File: src/hw/rtl/tls_session_ticket_parser_unit_assert.svh
// Assertion macros shared by the session ticket parser RTL.
`ifndef TLS_SESSION_TICKET_PARSER_UNIT_ASSERT_SVH
`define TLS_SESSION_TICKET_PARSER_UNIT_ASSERT_SVH

`ifndef SYNTHESIS
`define TSP_ASSERT_IMP(lbl, ante, cons) \
    lbl: assert property (@(posedge clk) disable iff (!rst_n) (ante) |-> (cons)) \
        else $error("tsp assertion failed");
`define TSP_ASSERT_NXT(lbl, ante, cons) \
    lbl: assert property (@(posedge clk) disable iff (!rst_n) (ante) |=> (cons)) \
        else $error("tsp assertion failed");
`else
`define TSP_ASSERT_IMP(lbl, ante, cons)
`define TSP_ASSERT_NXT(lbl, ante, cons)
`endif

`endif

File: src/hw/rtl/tsp_pkg.sv
// Types and constants of the session ticket parser.
package tsp_pkg;

    localparam int unsigned MAX_TICKET_BYTES = 1024;
    localparam int unsigned MAX_NONCE_BYTES  = 32;
    localparam int unsigned OUT_DEPTH        = 4;

    localparam logic [15:0] EARLY_DATA_TYPE = 16'd42;
    localparam logic [15:0] EARLY_DATA_LEN  = 16'd4;

    typedef enum logic [1:0] {
        KIND_NONCE,
        KIND_TICKET,
        KIND_SUMMARY
    } kind_t;

    typedef enum logic [3:0] {
        PH_LIFE,
        PH_AGE,
        PH_NLEN,
        PH_NONCE,
        PH_TLEN,
        PH_TICK,
        PH_XLEN,
        PH_XTYPE,
        PH_XLENF,
        PH_EARLY,
        PH_SKIP,
        PH_DONE,
        PH_BAD
    } phase_t;

    typedef struct packed {
        logic [7:0] data_byte;
        logic       final_byte;
    } item_t;

    typedef struct packed {
        kind_t       kind;
        logic [7:0]  payload_byte;
        logic [31:0] lifetime;
        logic [31:0] age_add;
        logic [31:0] early_limit;
        logic [5:0]  nonce_length;
        logic [10:0] ticket_length;
        logic        status;
        logic        run_end;
    } result_t;

endpackage

File: src/hw/rtl/tsp_parse_core.sv
// Input register, parse state and per-byte step logic.
module tsp_parse_core
    import tsp_pkg::*;
#(
    parameter int unsigned NONCE_LIMIT  = MAX_NONCE_BYTES,
    parameter int unsigned TICKET_LIMIT = MAX_TICKET_BYTES
)
(
    input  logic       clk,
    input  logic       rst_n,
    input  logic       item_valid,
    input  item_t      item,
    output logic       item_stall,
    input  logic       room,
    output logic [1:0] push_cnt,
    output result_t    res0,
    output result_t    res1
);

    `include "tls_session_ticket_parser_unit_assert.svh"

    logic               in_vld_reg;
    item_t              in_reg;
    logic               fire;

    phase_t             phase_reg,    phase_upd,    phase_next;
    logic [15:0]        fc_reg,       fc_upd,       fc_next;
    logic [31:0]        acc_reg,      acc_upd,      acc_next;
    logic [31:0]        life_reg,     life_upd,     life_next;
    logic [31:0]        age_reg,      age_upd,      age_next;
    logic [31:0]        early_reg,    early_upd,    early_next;
    logic signed [17:0] rem_reg,      rem_upd,      rem_next;
    logic [15:0]        xtype_reg,    xtype_upd,    xtype_next;
    logic [5:0]         ncnt_reg,     ncnt_upd,     ncnt_next;
    logic [10:0]        tcnt_reg,     tcnt_upd,     tcnt_next;
    logic               bad_reg,      bad_upd,      bad_next;
    logic               cmpl_reg,     cmpl_upd,     cmpl_next;

    logic [7:0]         b;
    logic               fin;
    logic [31:0]        acc_sh;
    logic [15:0]        v;
    logic [15:0]        fc_inc;
    logic [15:0]        fc_dec;
    logic signed [17:0] rem_m2;
    logic signed [17:0] rem_m4;
    logic signed [17:0] rem_skip;
    logic               has_byte;
    result_t            byte_res;
    result_t            summ_res;

    assign b      = in_reg.data_byte;
    assign fin    = in_reg.final_byte;
    assign acc_sh = {acc_reg[23:0], b};
    assign v      = acc_sh[15:0];
    assign fc_inc = fc_reg + 16'd1;
    assign fc_dec = fc_reg - 16'd1;
    assign rem_m2 = rem_reg - 18'sd2;
    assign rem_m4 = rem_reg - 18'sd4;
    assign rem_skip = rem_m2 - $signed({2'b00, v});

    assign fire       = in_vld_reg & room;
    assign item_stall = in_vld_reg & ~fire;

    always_ff @(posedge clk or negedge rst_n)
    begin
        if (!rst_n)
        begin
            in_vld_reg <= 1'b0;
        end
        else
        begin
            in_vld_reg <= (item_valid & ~item_stall) | (in_vld_reg & ~fire);
        end
    end

    always_ff @(posedge clk)
    begin
        if (item_valid && !item_stall)
        begin
            in_reg <= item;
        end
    end

    // next state
    always_comb
    begin
        phase_upd = phase_reg;
        fc_upd    = fc_reg;
        acc_upd   = acc_reg;
        life_upd  = life_reg;
        age_upd   = age_reg;
        early_upd = early_reg;
        rem_upd   = rem_reg;
        xtype_upd = xtype_reg;
        ncnt_upd  = ncnt_reg;
        tcnt_upd  = tcnt_reg;
        bad_upd   = bad_reg;
        cmpl_upd  = cmpl_reg;
        unique case (phase_reg)
            PH_LIFE:
            begin
                acc_upd = acc_sh;
                fc_upd  = fc_inc;
                if (fc_inc >= 16'd4)
                begin
                    fc_upd    = '0;
                    life_upd  = acc_sh;
                    acc_upd   = '0;
                    phase_upd = PH_AGE;
                end
            end
            PH_AGE:
            begin
                acc_upd = acc_sh;
                fc_upd  = fc_inc;
                if (fc_inc >= 16'd4)
                begin
                    fc_upd    = '0;
                    age_upd   = acc_sh;
                    acc_upd   = '0;
                    phase_upd = PH_NLEN;
                end
            end
            PH_NLEN:
            begin
                if (b > 8'(NONCE_LIMIT))
                begin
                    bad_upd   = 1'b1;
                    phase_upd = PH_BAD;
                end
                else if (b == 8'd0)
                begin
                    phase_upd = PH_TLEN;
                end
                else
                begin
                    fc_upd    = {8'd0, b};
                    phase_upd = PH_NONCE;
                end
            end
            PH_NONCE:
            begin
                ncnt_upd = ncnt_reg + 6'd1;
                fc_upd   = fc_dec;
                if (fc_dec == 16'd0)
                begin
                    phase_upd = PH_TLEN;
                end
            end
            PH_TLEN:
            begin
                acc_upd = acc_sh;
                fc_upd  = fc_inc;
                if (fc_inc >= 16'd2)
                begin
                    fc_upd  = '0;
                    acc_upd = '0;
                    if (v > 16'(TICKET_LIMIT))
                    begin
                        bad_upd   = 1'b1;
                        phase_upd = PH_BAD;
                    end
                    else if (v == 16'd0)
                    begin
                        phase_upd = PH_XLEN;
                    end
                    else
                    begin
                        fc_upd    = v;
                        phase_upd = PH_TICK;
                    end
                end
            end
            PH_TICK:
            begin
                tcnt_upd = tcnt_reg + 11'd1;
                fc_upd   = fc_dec;
                if (fc_dec == 16'd0)
                begin
                    phase_upd = PH_XLEN;
                end
            end
            PH_XLEN:
            begin
                acc_upd = acc_sh;
                fc_upd  = fc_inc;
                if (fc_inc >= 16'd2)
                begin
                    fc_upd  = '0;
                    acc_upd = '0;
                    rem_upd = $signed({2'b00, v});
                    if (v == 16'd0)
                    begin
                        cmpl_upd  = 1'b1;
                        phase_upd = PH_DONE;
                    end
                    else
                    begin
                        phase_upd = PH_XTYPE;
                    end
                end
            end
            PH_XTYPE:
            begin
                acc_upd = acc_sh;
                fc_upd  = fc_inc;
                if (fc_inc >= 16'd2)
                begin
                    fc_upd    = '0;
                    acc_upd   = '0;
                    xtype_upd = v;
                    rem_upd   = rem_m2;
                    phase_upd = PH_XLENF;
                end
            end
            PH_XLENF:
            begin
                acc_upd = acc_sh;
                fc_upd  = fc_inc;
                if (fc_inc >= 16'd2)
                begin
                    fc_upd  = '0;
                    acc_upd = '0;
                    if (xtype_reg == EARLY_DATA_TYPE)
                    begin
                        rem_upd = rem_m2;
                        if (v != EARLY_DATA_LEN)
                        begin
                            bad_upd   = 1'b1;
                            phase_upd = PH_BAD;
                        end
                        else
                        begin
                            phase_upd = PH_EARLY;
                        end
                    end
                    else
                    begin
                        rem_upd = rem_skip;
                        if (rem_skip <= 18'sd0)
                        begin
                            cmpl_upd  = 1'b1;
                            phase_upd = PH_DONE;
                        end
                        else if (v == 16'd0)
                        begin
                            phase_upd = PH_XTYPE;
                        end
                        else
                        begin
                            fc_upd    = v;
                            phase_upd = PH_SKIP;
                        end
                    end
                end
            end
            PH_EARLY:
            begin
                acc_upd = acc_sh;
                fc_upd  = fc_inc;
                if (fc_inc >= 16'd4)
                begin
                    fc_upd    = '0;
                    acc_upd   = '0;
                    early_upd = acc_sh;
                    rem_upd   = rem_m4;
                    if (rem_m4 <= 18'sd0)
                    begin
                        cmpl_upd  = 1'b1;
                        phase_upd = PH_DONE;
                    end
                    else
                    begin
                        phase_upd = PH_XTYPE;
                    end
                end
            end
            PH_SKIP:
            begin
                fc_upd = fc_dec;
                if (fc_dec == 16'd0)
                begin
                    phase_upd = PH_XTYPE;
                end
            end
            default:
            begin
            end
        endcase

        // final byte: summary goes out, parser restarts
        phase_next = fin ? PH_LIFE : phase_upd;
        fc_next    = fin ? '0 : fc_upd;
        acc_next   = fin ? '0 : acc_upd;
        life_next  = fin ? '0 : life_upd;
        age_next   = fin ? '0 : age_upd;
        early_next = fin ? '0 : early_upd;
        rem_next   = fin ? '0 : rem_upd;
        xtype_next = fin ? '0 : xtype_upd;
        ncnt_next  = fin ? '0 : ncnt_upd;
        tcnt_next  = fin ? '0 : tcnt_upd;
        bad_next   = fin ? 1'b0 : bad_upd;
        cmpl_next  = fin ? 1'b0 : cmpl_upd;
    end

    // outputs
    always_comb
    begin
        has_byte = (phase_reg == PH_NONCE) || (phase_reg == PH_TICK);

        byte_res              = '0;
        byte_res.kind         = (phase_reg == PH_NONCE) ? KIND_NONCE : KIND_TICKET;
        byte_res.payload_byte = b;

        summ_res               = '0;
        summ_res.kind          = KIND_SUMMARY;
        summ_res.lifetime      = life_upd;
        summ_res.age_add       = age_upd;
        summ_res.early_limit   = early_upd;
        summ_res.nonce_length  = ncnt_upd;
        summ_res.ticket_length = tcnt_upd;
        summ_res.status        = bad_upd | ~cmpl_upd;
        summ_res.run_end       = 1'b1;

        push_cnt = fire ? ({1'b0, has_byte} + {1'b0, fin}) : 2'd0;
        res0     = has_byte ? byte_res : summ_res;
        res1     = summ_res;
    end

    always_ff @(posedge clk or negedge rst_n)
    begin
        if (!rst_n)
        begin
            phase_reg <= PH_LIFE;
            fc_reg    <= '0;
            acc_reg   <= '0;
            life_reg  <= '0;
            age_reg   <= '0;
            early_reg <= '0;
            rem_reg   <= '0;
            xtype_reg <= '0;
            ncnt_reg  <= '0;
            tcnt_reg  <= '0;
            bad_reg   <= 1'b0;
            cmpl_reg  <= 1'b0;
        end
        else if (fire)
        begin
            phase_reg <= phase_next;
            fc_reg    <= fc_next;
            acc_reg   <= acc_next;
            life_reg  <= life_next;
            age_reg   <= age_next;
            early_reg <= early_next;
            rem_reg   <= rem_next;
            xtype_reg <= xtype_next;
            ncnt_reg  <= ncnt_next;
            tcnt_reg  <= tcnt_next;
            bad_reg   <= bad_next;
            cmpl_reg  <= cmpl_next;
        end
    end

    `TSP_ASSERT_NXT(a_fin_restart, fire && fin,
        phase_reg == PH_LIFE && ncnt_reg == 6'd0 && !bad_reg && !cmpl_reg)
    `TSP_ASSERT_IMP(a_bad_phase, phase_reg == PH_BAD, bad_reg && !cmpl_reg)
    `TSP_ASSERT_IMP(a_done_phase, phase_reg == PH_DONE, cmpl_reg && !bad_reg)
    `TSP_ASSERT_IMP(a_byte_first, push_cnt == 2'd2,
        res0.kind != KIND_SUMMARY && res1.kind == KIND_SUMMARY)

endmodule

File: src/hw/rtl/tsp_result_fifo.sv
// Result queue: takes up to two results a cycle, hands out one.
module tsp_result_fifo
    import tsp_pkg::*;
(
    input  logic       clk,
    input  logic       rst_n,
    input  logic [1:0] push_cnt,
    input  result_t    res0,
    input  result_t    res1,
    output logic       room,
    output logic       result_valid,
    output result_t    result,
    input  logic       result_stall
);

    `include "tls_session_ticket_parser_unit_assert.svh"

    localparam int unsigned PW = $clog2(OUT_DEPTH);
    localparam int unsigned CW = PW + 1;
    localparam logic [CW-1:0] ROOM_LIMIT = CW'(OUT_DEPTH - 2);
    localparam logic [CW-1:0] DEPTH_C    = CW'(OUT_DEPTH);

    result_t          mem_reg [OUT_DEPTH];
    logic [PW-1:0]    wr_ptr_reg, wr_ptr_next;
    logic [PW-1:0]    rd_ptr_reg, rd_ptr_next;
    logic [CW-1:0]    count_reg,  count_next;
    logic [PW-1:0]    wr_ptr_p1;
    logic             pop;

    assign wr_ptr_p1    = wr_ptr_reg + PW'(1);
    assign result_valid = (count_reg != '0);
    assign result       = mem_reg[rd_ptr_reg];
    assign pop          = result_valid & ~result_stall;
    assign room         = (count_reg <= ROOM_LIMIT);

    assign wr_ptr_next = wr_ptr_reg + PW'(push_cnt);
    assign rd_ptr_next = rd_ptr_reg + PW'(pop);
    assign count_next  = count_reg + CW'(push_cnt) - CW'(pop);

    always_ff @(posedge clk)
    begin
        if (push_cnt != 2'd0)
        begin
            mem_reg[wr_ptr_reg] <= res0;
        end
        if (push_cnt == 2'd2)
        begin
            mem_reg[wr_ptr_p1] <= res1;
        end
    end

    always_ff @(posedge clk or negedge rst_n)
    begin
        if (!rst_n)
        begin
            wr_ptr_reg <= '0;
            rd_ptr_reg <= '0;
            count_reg  <= '0;
        end
        else
        begin
            wr_ptr_reg <= wr_ptr_next;
            rd_ptr_reg <= rd_ptr_next;
            count_reg  <= count_next;
        end
    end

    `TSP_ASSERT_IMP(a_no_overflow, push_cnt != 2'd0,
        count_reg + CW'(push_cnt) <= DEPTH_C)
    `TSP_ASSERT_IMP(a_count_bound, 1'b1, count_reg <= DEPTH_C)
    `TSP_ASSERT_NXT(a_pop_only, pop && push_cnt == 2'd0,
        count_reg == $past(count_reg) - CW'(1))

endmodule

File: src/hw/rtl/tls_session_ticket_parser_unit.sv
// Top level of the session ticket parser.
//
// Parses a session ticket body that arrives one byte per transaction on
// the item channel; final_byte marks the last byte of a ticket. Nonce and
// ticket bytes come out on the result channel as they pass, and the final
// byte adds a summary transaction (lifetime, age_add, early_limit,
// counts, status) with run_end set. A byte that is both a nonce or ticket
// byte and the final byte gives two results: the byte first, then the
// summary.
// A byte waits in the input register, then its results in the result
// queue. Throughput: one byte per cycle while item_stall is low; a byte
// with two results needs two reads of the single-read queue (four deep).
// The step logic fires only when the queue has two free slots; while the
// result side stalls, the queue fills and then item_stall rises.
// Reset clears the parse state and empties the queue; after each summary
// the parser restarts at the lifetime field.
module tls_session_ticket_parser_unit
    import tsp_pkg::*;
#(
    parameter int unsigned NONCE_LIMIT  = MAX_NONCE_BYTES,
    parameter int unsigned TICKET_LIMIT = MAX_TICKET_BYTES
)
(
    input  logic    clk,
    input  logic    rst_n,
    input  logic    item_valid,
    input  item_t   item,
    output logic    item_stall,
    output logic    result_valid,
    output result_t result,
    input  logic    result_stall
);

    logic       room;
    logic [1:0] push_cnt;
    result_t    res0;
    result_t    res1;

    tsp_parse_core #(
        .NONCE_LIMIT  (NONCE_LIMIT),
        .TICKET_LIMIT (TICKET_LIMIT)
    ) u_core (
        .clk        (clk),
        .rst_n      (rst_n),
        .item_valid (item_valid),
        .item       (item),
        .item_stall (item_stall),
        .room       (room),
        .push_cnt   (push_cnt),
        .res0       (res0),
        .res1       (res1)
    );

    tsp_result_fifo u_fifo (
        .clk          (clk),
        .rst_n        (rst_n),
        .push_cnt     (push_cnt),
        .res0         (res0),
        .res1         (res1),
        .room         (room),
        .result_valid (result_valid),
        .result       (result),
        .result_stall (result_stall)
    );

endmodule

File: config.mk
export PLATFORM = sky130hd
export DESIGN_NAME = tls_session_ticket_parser_unit
export DESIGN_NICKNAME = d
export VERILOG_FILES = /design/src/hw/rtl/tsp_pkg.sv /design/src/hw/rtl/tsp_parse_core.sv /design/src/hw/rtl/tsp_result_fifo.sv /design/src/hw/rtl/tls_session_ticket_parser_unit.sv
export VERILOG_INCLUDE_DIRS = /design/src /design/src/hw/rtl
export SDC_FILE = /design/constraint.sdc
export NUM_CORES = 1
export LEC_CHECK = 0
export ABC_AREA = 1
export BUFFER_PORTS_ARGS = -buffer_cell sky130_fd_sc_hd__buf_2
export CAP_MARGIN = 20
export CORE_MARGIN = 2
export CORE_UTILIZATION = 50
export CTS_BUF_LIST = sky130_fd_sc_hd__clkbuf_16
export DETAILED_ROUTE_END_ITERATION = 10
export PLACE_DENSITY_LB_ADDON = 0.1
export SLEW_MARGIN = 25
export SYNTH_ARGS = -nofsm -noshare
export SYNTH_HDL_FRONTEND = slang
export SYNTH_SLANG_ARGS = --single-unit
File: constraint.sdc
create_clock -name clk -period 14.5 [get_ports clk]
set_input_delay 1.45 -clock clk [delete_from_list [all_inputs] [get_ports clk]]
set_output_delay 1.45 -clock clk [all_outputs]
set_load 0.005 [all_outputs]
==> impl_metrics.py, run 1 <==
metrics = {
    "sta": {
        "whs_ps": 456,
        "setup_viol": 0,
        "fin_crit_ps": 5100,
        "setup_tns_ps": 0,
        "rsz0062_at_grt": "no",
        "skew_ps": 33.1,
        "relSlewSlack_pct": 30.3,
        "post-route-period-util_pct": 35.2,
        "drv_slew": 0,
        "worst_slew_pin_slew_ps": 1050,
        "max_freq_ghz": 0.196,
        "hold_violations": 0,
    },
    "outcome": {
        "status": "finished, final reports clean",
    },
    "grt": {
        "grt_pass1_wl_um": 153000,
        "grt_max_degree": 146,
        "grt_pass1_vias": 25995,
        "groute.usage.overall_pct": 28.4,
        "grt-ovfl-total": 0,
        "antenna_found_initial": 0,
    },
    "setup_path": {
        "crit_path_start_kind": "flip-flop",
        "r2r_slack_ps": 9850,
        "path_max_fanout": 67,
        "path_class": "flip-flop to output port",
        "cp_data_arrival_time_ps": 3650,
        "end_kind": "output port",
        "crit_required_ps": 13050,
    },
    "power": {
        "p_leak_nw": 14.4,
        "peakVddDrop_uv": 215,
        "cellPowerDensity_nw_per_um2": 268,
    },
    "placement": {
        "port_buffers": 139,
        "place_inst": 4475,
        "dp_hpwl_um": 61900,
        "gp_congestion": 0.905,
    },
    "synth": {
        "syn_nets": 3691,
        "synth_area_per_cell_sq_um": 9.24,
        "synthFlopType": "edfxtp_1",
        "synth-seq-cells": 706,
        "async_reset_ff_share_pct": 28.5,
        "synth_area_sq_um": 33700,
        "syn_inst": 3644,
        "synth_cell_types": 47,
        "synth_warnings": 0,
        "synth_edf_count": 465,
        "ys_seq_area_share_pct": 58.8,
    },
    "final_layout": {
        "drive_gt1_share_pct": 10.7,
        "nNetsFinal": 3729,
        "antenna_cells": 0,
        "syn_to_final_growth_pct": 11.0,
        "largest_register_ffs": 496,
        "fill_cells": 6055,
        "seq_area_sq_um": 19800,
        "final-instance-count-excl-fill": 4619,
        "multi_input_area_sq_um": 12300,
    },
    "detailed_routing": {
        "drc": 0,
        "drt-total-wl_um": 99300,
        "drt_iter0_markers": 2543,
        "dr.pass1.iters": 6,
        "vias": 26618,
        "drtAntennaViolNets": 0,
        "vias_per_cell": 5.76,
        "wl_per_cell_um": 21.5,
    },
    "cts": {
        "ctsLongestPathBuffers": 3,
        "numClockSinks": 706,
        "holdBufCountCts": 0,
        "cts_setup_buffers": 0,
        "path_clk_slew_ps": 60,
        "cts_made_buffers": 77,
        "cts_resized": 0,
        "cts-htree-levels": 3,
        "clkLatencyLatePin_ps": 630,
        "clock-root-buffer": "clkbuf_16",
        "cts_tree": "yes",
    },
    "floorplanning": {
        "ios": 140,
        "die_h_um": 264,
        "num_rows": 95,
        "start_util_pct": 50.3,
        "die_w_um": 264,
        "die_area_sq_um": 69400,
        "core_sq_um": 66900,
    },
    "min_path": {
        "holdCritPathClass": "flip-flop to flip-flop",
    },
    "run": {
        "cap_violations": 0,
    },
}
[layout make-up]
type,count,share of cell area [%]
clock buffers,79,5.29
clock inverters,64,1.21
inverters,213,2.18
multi-input cells,2512,32.8
flip-flops and latches,706,53.0
well taps,873,2.92
repair buffers,172,2.63
[cells in the mapped netlist, types with 4 or more instances]
cell type / number / area [sq um]
xnor2_1: 5 / 43.8
o22ai_1: 164 / 1030
o22ai_2: 60 / 751
o221ai_1: 6 / 52.6
o21ai_2: 11 / 96.3
nand3_2: 4 / 40.0
buf_4: 11 / 82.6
nand3b_1: 11 / 82.6
o21ai_0: 368 / 1840
inv_1: 195 / 732
nor2_1: 869 / 3260
nand2_1: 574 / 2150
nor4_1: 4 / 25.0
nand3_1: 82 / 410
nor3_1: 16 / 80.1
xor2_1: 56 / 490
o21ai_1: 116 / 581
clkinv_1: 7 / 26.3
nand2_2: 6 / 37.5
nor2_2: 15 / 93.8
dfxtp_1: 40 / 801
inv_2: 11 / 41.3
edfxtp_1: 465 / 14000
buf_2: 37 / 185
clkbuf_1: 146 / 548
a21oi_1: 64 / 320
dfrtp_1: 201 / 5030
buf_1: 17 / 63.8
ha_1: 32 / 400
nand4_1: 21 / 131
[cells in the final DEF, fill, tap and decap left out, types with 4 or more instances in the layout]
cell type	count
inv_6	4
buf_4	29
clkinv_1	32
inv_2	10
o22ai_1	164
bufinv_16	5
buf_2	138
o21ai_1	116
nor4_1	4
clkinv_2	6
nand3_2	4
o21ai_2	11
a21oi_1	64
nand3b_1	11
o22ai_2	60
ha_1	32
o21ai_0	368
inv_1	214
nor3_1	16
dfxtp_1	40
o221ai_1	6
nand2_2	7
edfxtp_1	465
nand2_1	566
nor2_4	4
nor2_2	13
nand3_1	82
nand2_4	7
clkbuf_16	79
nand4_1	21
dfrtp_1	199
xnor2_1	5
xor2_1	56
nor2_1	868
[final timing paths]
check | from | to | depth (start not counted)
setup reg to reg | u_core.phase_reg[0]$_DFFE_PN0P_ | u_fifo.mem_reg[0][66]$_DFFE_PP_ | 17
hold reg to reg | u_fifo.mem_reg[1][0]$_SDFFE_PP1P_ | u_fifo.mem_reg[1][0]$_SDFFE_PP1P_ | 2
max in group asynchronous | rst_n | u_core.early_reg[1]$_DFFE_PN0P_ | 2
hold / removal | u_fifo.mem_reg[1][0]$_SDFFE_PP1P_ | u_fifo.mem_reg[1][0]$_SDFFE_PP1P_ | 2
setup / recovery | u_fifo.rd_ptr_reg[1]$_DFF_PN0_ | result[113] | 5
min in group asynchronous | rst_n | u_core.fc_reg[9]$_DFFE_PN0P_ | 1
[kinds of logic after synthesis]
group	count (synthesis)	share of synthesized area, %
adder cells (fa/ha/maj)	34	1.31
XOR/XNOR	61	1.59
AND/OR/NAND/NOR	1610	19.0
AO/OA/AOI/OAI	807	14.3
buffers and inverters	426	5.05
flip-flops	706	58.8
[power by group]
| group | switching [W] | internal [W] |
|---|---|---|
| Sequential | 0.000260 | 0.00259 |
| Clock | 0.000816 | 0.00108 |
| Combinational | 0.00381 | 0.00148 |
[through the flow]
step / util (%) / total power [W] / instance area, sq um / worst slack, ps
floorplan: - / 0.00633 / 33700 / 9030
global placement: 52.2 / 0.00807 / 34900 / 9810
detailed placement: 52.2 / 0.00814 / 34900 / 9730
CTS: 55.8 / 0.0100 / 37300 / 9050
global route: 55.9 / 0.0107 / 37400 / 9230
finish: 55.9 / 0.0100 / 37400 / 9400
[metal layers]
layer | track usage [%] | wire length [um] | part of all wire (%)
met1 | 37.5 | 42000 | 42
met2 | 47.3 | 47800 | 48
met3 | 4.50 | 6080 | 6.1
met4 | 10.5 | 3310 | 3.3
met5 | 0 | 0 | 0
[worst max-delay path: stages, from the launching register on]
cell and delay, ps:
dfrtp_4 720, inv_4 670, buf_4 740, o21ai_0 190, o22ai_1 420, buf_2 210
Power figures use the tool's default switching activity.
==> run 2: changes to the inputs <==
Settings changed: ABC_AREA 1 to 0.
Clock period 14.5 ns to 5 ns, I/O delays scaled along.
==> impl_metrics.py, run 2 <==
metrics = {
    "synth": {
        "synth_area_sq_um": 33300,
        "syn_nets": 2741,
        "syn_inst": 2694,
        "synth-seq-cells": 706,
        "synth_warnings": 0,
        "synthFlopType": "edfxtp_1",
        "synth.area.top_cells": "edfxtp_1, dfrtp_1, mux4_2, nor2_1, a22o_1",
        "synth_most_common_cell": "nor2_1",
        "synth_area_per_cell_sq_um": 12.4,
        "ys_seq_area_share_pct": 59.4,
        "synth.top_cell.area_share_pct": 41.9,
        "synth_common_cells": "nor2_1, edfxtp_1, dfrtp_1",
        "synth_cell_types": 101,
        "async_reset_ff_share_pct": 28.5,
        "yosysTopAreaCell": "edfxtp_1",
        "synth_edf_count": 465,
    },
    "grt": {
        "antenna_found_initial": 2,
        "groute.usage.overall_pct": 28.0,
        "grt_pass1_wl_um": 146000,
        "grt_max_degree": 107,
        "grt-ovfl-total": 0,
        "grt_pass1_vias": 22910,
    },
    "floorplanning": {
        "die_area_sq_um": 68800,
        "die_w_um": 262,
        "start_util_pct": 50.6,
        "die_h_um": 262,
        "core_sq_um": 65900,
        "num_rows": 94,
        "ios": 140,
    },
    "setup_path": {
        "rr_startpoint": "u_core.rem_reg[3]$_DFFE_PN0P_",
        "end_kind": "flip-flop",
        "path_max_fanout": 9,
        "crit_path_start_kind": "flip-flop",
        "path_class": "flip-flop to flip-flop",
        "r2r-end": "u_core.fc_reg[12]$_DFFE_PN0P_",
        "cp_data_arrival_time_ps": 5200,
        "crit_required_ps": 5510,
        "r2r_slack_ps": 310,
        "reg2reg_depth": 17,
    },
    "power": {
        "cellPowerDensity_nw_per_um2": 688,
        "p_leak_nw": 13.7,
        "power.total_w": 0.0261,
        "peakVddDrop_uv": 557,
    },
    "detailed_routing": {
        "wl_per_cell_um": 25.9,
        "dr.pass1.iters": 5,
        "drc": 0,
        "drtAntennaViolNets": 0,
        "drt-total-wl_um": 96500,
        "vias": 22882,
        "vias_per_cell": 6.14,
        "drt_iter0_markers": 2123,
    },
    "run": {
        "cap_violations": 0,
    },
    "placement": {
        "port_buffers": 139,
        "dp_hpwl_um": 61000,
        "gp_congestion": 0.910,
        "dpl_worst_slack_ps": 188,
    },
    "final_layout": {
        "antenna_cells": 0,
        "drive_gt1_share_pct": 18.7,
        "final_cell_mix": "nor2_1, edfxtp_1, dfrtp_1",
        "nNetsFinal": 2846,
        "final_common_cell": "nor2_1",
        "largest_register_ffs": 496,
        "syn_to_final_growth_pct": 13.6,
    },
    "cts": {
        "numClockSinks": 706,
        "ctsLongestPathBuffers": 3,
        "cts_made_buffers": 75,
        "clkLatencyLatePin_ps": 630,
        "clock-root-buffer": "clkbuf_16",
        "cts-htree-levels": 3,
        "path_clk_slew_ps": 60,
        "cts_tree": "yes",
    },
    "min_path": {
        "hold_depth": 1,
        "min_to": "u_core.b[5]$_DFFE_PP_",
        "hold_start": "item[6]",
        "holdCritPathClass": "input pin to flip-flop",
    },
    "sta": {
        "worst_slack_ps": 315,
        "setup_tns_ps": 0,
        "skew_ps": 25.3,
        "relSlewSlack_pct": 26.5,
        "post-route-period-util_pct": 93.7,
        "whs_ps": 41.3,
        "setup_viol": 0,
        "drv_slew": 0,
        "max_freq_ghz": 0.213,
        "fin_crit_ps": 4690,
        "hold_violations": 0,
        "worst_slew_pin_slew_ps": 1100,
        "rsz0062_at_grt": "no",
    },
    "outcome": {
        "status": "finished, final reports clean",
    },
}
[run 2: critical path, cell delays in order (launching register included)]
cell	delay, ps
dfrtp_1	440
inv_1	130
ha_1	190
or4b_2	640
nor2_1	180
nand2_1	110
xnor2_2	220
ha_1	360
a21oi_1	220
o21ai_0	150
or2_2	300
o211ai_1	330
nand4_1	190
nor4b_2	370
a211o_1	290
a21oi_4	90
buf_12	150
a31o_1	210
[run 2: final cells by class]
cell class,instances,area [sq um]
Timing Repair Buffer,230,1720
Clock inverter,62,537
Clock buffer,76,1900
Tap cell,864,1080
Sequential cell,706,19800
Inverter,41,154
Fill cell,5408,28000
Multi-Input combinational cell,1745,12700
[run 2: how the worst max path moves through the flow]
stage | depth (start not counted) | end | startpoint | slack [ps]
after global routing | 19 | u_core.fc_reg[12]$_DFFE_PN0P_ | u_core.rem_reg[3]$_DFFE_PN0P_ | 4
after global placement | 16 | u_core.fc_reg[2]$_DFFE_PN0P_ | u_core.rem_reg[3]$_DFFE_PN0P_ | 190
after detailed placement | 18 | u_core.fc_reg[2]$_DFFE_PN0P_ | u_core.rem_reg[2]$_DFFE_PN0P_ | 190
final | 17 | u_core.fc_reg[12]$_DFFE_PN0P_ | u_core.rem_reg[3]$_DFFE_PN0P_ | 310
after floorplan | 11 | u_fifo.mem_reg[1][100]$_DFFE_PP_ | u_core.phase_reg[3]$_DFFE_PN0P_ | 220
after CTS | 16 | u_core.fc_reg[2]$_DFFE_PN0P_ | u_core.rem_reg[3]$_DFFE_PN0P_ | 170
[run 2: where the power goes]
part	switching, W	internal (W)	total, W
combinational	0.00764	0.00491	0.0126
sequential	0.000828	0.00719	0.00802
clock	0.00238	0.00311	0.00549
total	0.0109	0.0152	0.0261
[run 2: kinds of logic (layout without fill, tap and decap cells)]
kind of cell	Yosys count	in the layout	synth area share (%)
AO/OA/AOI/OAI	453	453	9.82
XOR/XNOR	63	63	1.76
multiplexers	243	243	12.0
buffers and inverters	243	409	3.10
flip-flops	706	706	59.4
AND/OR/NAND/NOR	952	952	12.6
adder cells (fa/ha/maj)	34	34	1.32
[run 2: repair_timing]
item / 4_1_cts / 5_1_grt
setup buffers: 0 / 2
hold buffers: 1 / 0
setup endpoints to repair: 0 / 22
gates resized for setup: 0 / 5
hold endpoints to repair: 22 / 0
[run 2: routing by layer]
layer / global-route usage, % / part of all wire [%] / vias up / wire (um)
met5: 0 / 0 / - / 0
met2: 45.7 / 49 / 869 / 47100
met3: 5.50 / 7.2 / 166 / 6940
li1: - / - / 10182 / -
met4: 9.40 / 3.1 / 0 / 2950
met1: 37.7 / 41 / 11665 / 39600
[run 2: metrics by stage]
stage | cell area (sq um) | instances | util (%)
CTS | 37800 | 3722 | 57.4
global route | 37900 | 3724 | 57.5
floorplan | 33400 | 2694 | -
global placement | 35400 | 3583 | 53.7
finish | 37900 | 3724 | 57.5
detailed placement | 35400 | 3583 | 53.7
==> run 3: changes to the inputs <==
Settings changed: ABC_AREA 0 to 1, BUFFER_PORTS_ARGS -buffer_cell sky130_fd_sc_hd__buf_2 to unset, DONT_BUFFER_PORTS set to 1.
==> impl_metrics.py, run 3 (synthesis results as in run 1) <==
metrics = {
    "sta": {
        "whs_ps": -410,
        "hold_violations": 201,
        "drv_slew": 0,
        "rsz0062_at_grt": "no",
        "worst_slack_ps": 705,
        "post-route-period-util_pct": 85.9,
        "relSlewSlack_pct": 28.5,
        "max_freq_ghz": 0.233,
        "setup_viol": 0,
        "worst_slew_pin_slew_ps": 1070,
        "setup_tns_ps": 0,
        "skew_ps": 31.1,
        "fin_crit_ps": 4290,
    },
    "cts": {
        "holdBufCountCts": 10,
        "clkLatencyLatePin_ps": 630,
        "clock-root-buffer": "clkbuf_16",
        "cts_tree": "yes",
        "path_clk_slew_ps": 60,
        "ctsLongestPathBuffers": 3,
        "cts-htree-levels": 3,
        "cts_made_buffers": 77,
        "numClockSinks": 706,
    },
    "grt": {
        "grt-ovfl-total": 0,
        "groute.usage.overall_pct": 28.5,
        "antenna_found_initial": 1,
        "grt_pass1_vias": 25432,
        "grt_pass1_wl_um": 153000,
        "grt_max_degree": 202,
    },
    "detailed_routing": {
        "drtAntennaViolNets": 0,
        "vias": 26299,
        "drc": 0,
        "wl_per_cell_um": 22.0,
        "dr.pass1.iters": 7,
        "drt-total-wl_um": 99200,
        "vias_per_cell": 5.84,
        "drt_iter0_markers": 2474,
    },
    "power": {
        "peakVddDrop_uv": 485,
        "power.total_w": 0.0285,
        "p_leak_nw": 14.0,
        "cellPowerDensity_nw_per_um2": 769,
    },
    "final_layout": {
        "final_common_cell": "nor2_1",
        "drive_gt1_share_pct": 7.74,
        "fin_util_pct": 55.3,
        "fill_cells": 6043,
        "final_cell_mix": "nor2_1, nand2_1, edfxtp_1",
        "largest_register_ffs": 496,
        "syn_to_final_growth_pct": 9.99,
        "nNetsFinal": 3611,
        "antenna_cells": 0,
    },
    "placement": {
        "gp_congestion": 0.977,
        "dpl_worst_slack_ps": 680,
        "dp_hpwl_um": 60900,
        "port_buffers": 0,
    },
    "setup_path": {
        "r2r_slack_ps": 710,
        "end_kind": "flip-flop",
        "path_max_fanout": 6,
        "cp_data_arrival_time_ps": 4610,
        "crit_path_start_kind": "flip-flop",
        "path_class": "flip-flop to flip-flop",
        "crit_required_ps": 5320,
    },
    "floorplanning": {
        "die_h_um": 264,
        "core_sq_um": 66900,
        "die_area_sq_um": 69400,
        "die_w_um": 264,
        "num_rows": 95,
        "start_util_pct": 50.3,
        "ios": 140,
    },
    "outcome": {
        "violations": "negative hold slack",
        "status": "finished, violations left",
    },
    "run": {
        "cap_violations": 0,
    },
    "min_path": {
        "holdCritPathClass": "input pin to async pin",
    },
}
-- run 3: path summary, 6_finish.rpt --
kind                                                         from                                 to  cells after the start
max in group asynchronous                                   rst_n     u_fifo.rd_ptr_reg[1]$_DFF_PN0_                      0
min in group clk                                     result_stall     u_fifo.rd_ptr_reg[0]$_DFF_PN0_                      2
worst max register to register      u_core.rem_reg[3]$_DFFE_PN0P_     u_fifo.mem_reg[0][1]$_DFFE_PP_                     22
worst min-delay path                                        rst_n      u_core.fc_reg[13]$_DFFE_PN0P_                      0
worst max-delay path                u_core.rem_reg[3]$_DFFE_PN0P_     u_fifo.mem_reg[0][1]$_DFFE_PP_                     22
worst min register to register  u_fifo.mem_reg[0][0]$_SDFFE_PP1P_  u_fifo.mem_reg[0][0]$_SDFFE_PP1P_                      2
-- run 3: area by class of cell --
type,count,area (sq um),share of cell area [%]
well taps,873,1090,2.95
clock buffers,80,2000,5.41
inverters,213,810,2.19
multi-input cells,2512,12300,33.1
flip-flops and latches,706,19800,53.5
repair buffers,54,588,1.59
clock inverters,64,477,1.29
-- run 3: stage by stage --
stage,area (sq um),std cells
2_1_floorplan,33700,3644
3_3_place_gp,34400,4348
3_5_place_dp,34500,4348
4_1_cts,37000,4502
5_1_grt,37000,4502
6_report,37000,4502
-- run 3: routing by layer --
layer | up-vias | global-route usage (%) | share of wire, %
li1 | 12231 | - | -
met1 | 13033 | 37.8 | 42
met2 | 886 | 48.1 | 49
met3 | 149 | 4.21 | 5.8
met4 | 0 | 9.44 | 2.9
met5 | - | 0 | 0
-- run 3: worst max-delay path: stages (launching register included) --
cell     delay, ps
dfrtp_1        400
inv_1          130
ha_1           240
nand2_1        110
nor2_1         320
nand3_1        230
a21oi_1        300
xor2_1         250
ha_1           320
nand2_1        130
inv_1           70
nand2_1         60
nand2_1         40
a21oi_1        160
nand3_1         90
nand2_1        120
nand2_1         60
nor2_1         130
nand3_1        250
nand2_2        200
nand3_1        100
nand2_1        190
a21oi_1        100
-- run 3: what timing repair did --
| action | in CTS | in global routing |
|---|---|---|
| setup buffers | 0 | 0 |
| hold endpoints to repair | 211 | 201 |
| resized for setup | 0 | 0 |
| setup endpoints to repair | 0 | 0 |
-- run 3: where the power goes --
part           internal, W  leakage, nW  total (W)  switching, W
clock network      0.00318         1.28    0.00559       0.00242
registers          0.00750         7.41    0.00825      0.000752
logic              0.00388         5.34     0.0146        0.0107
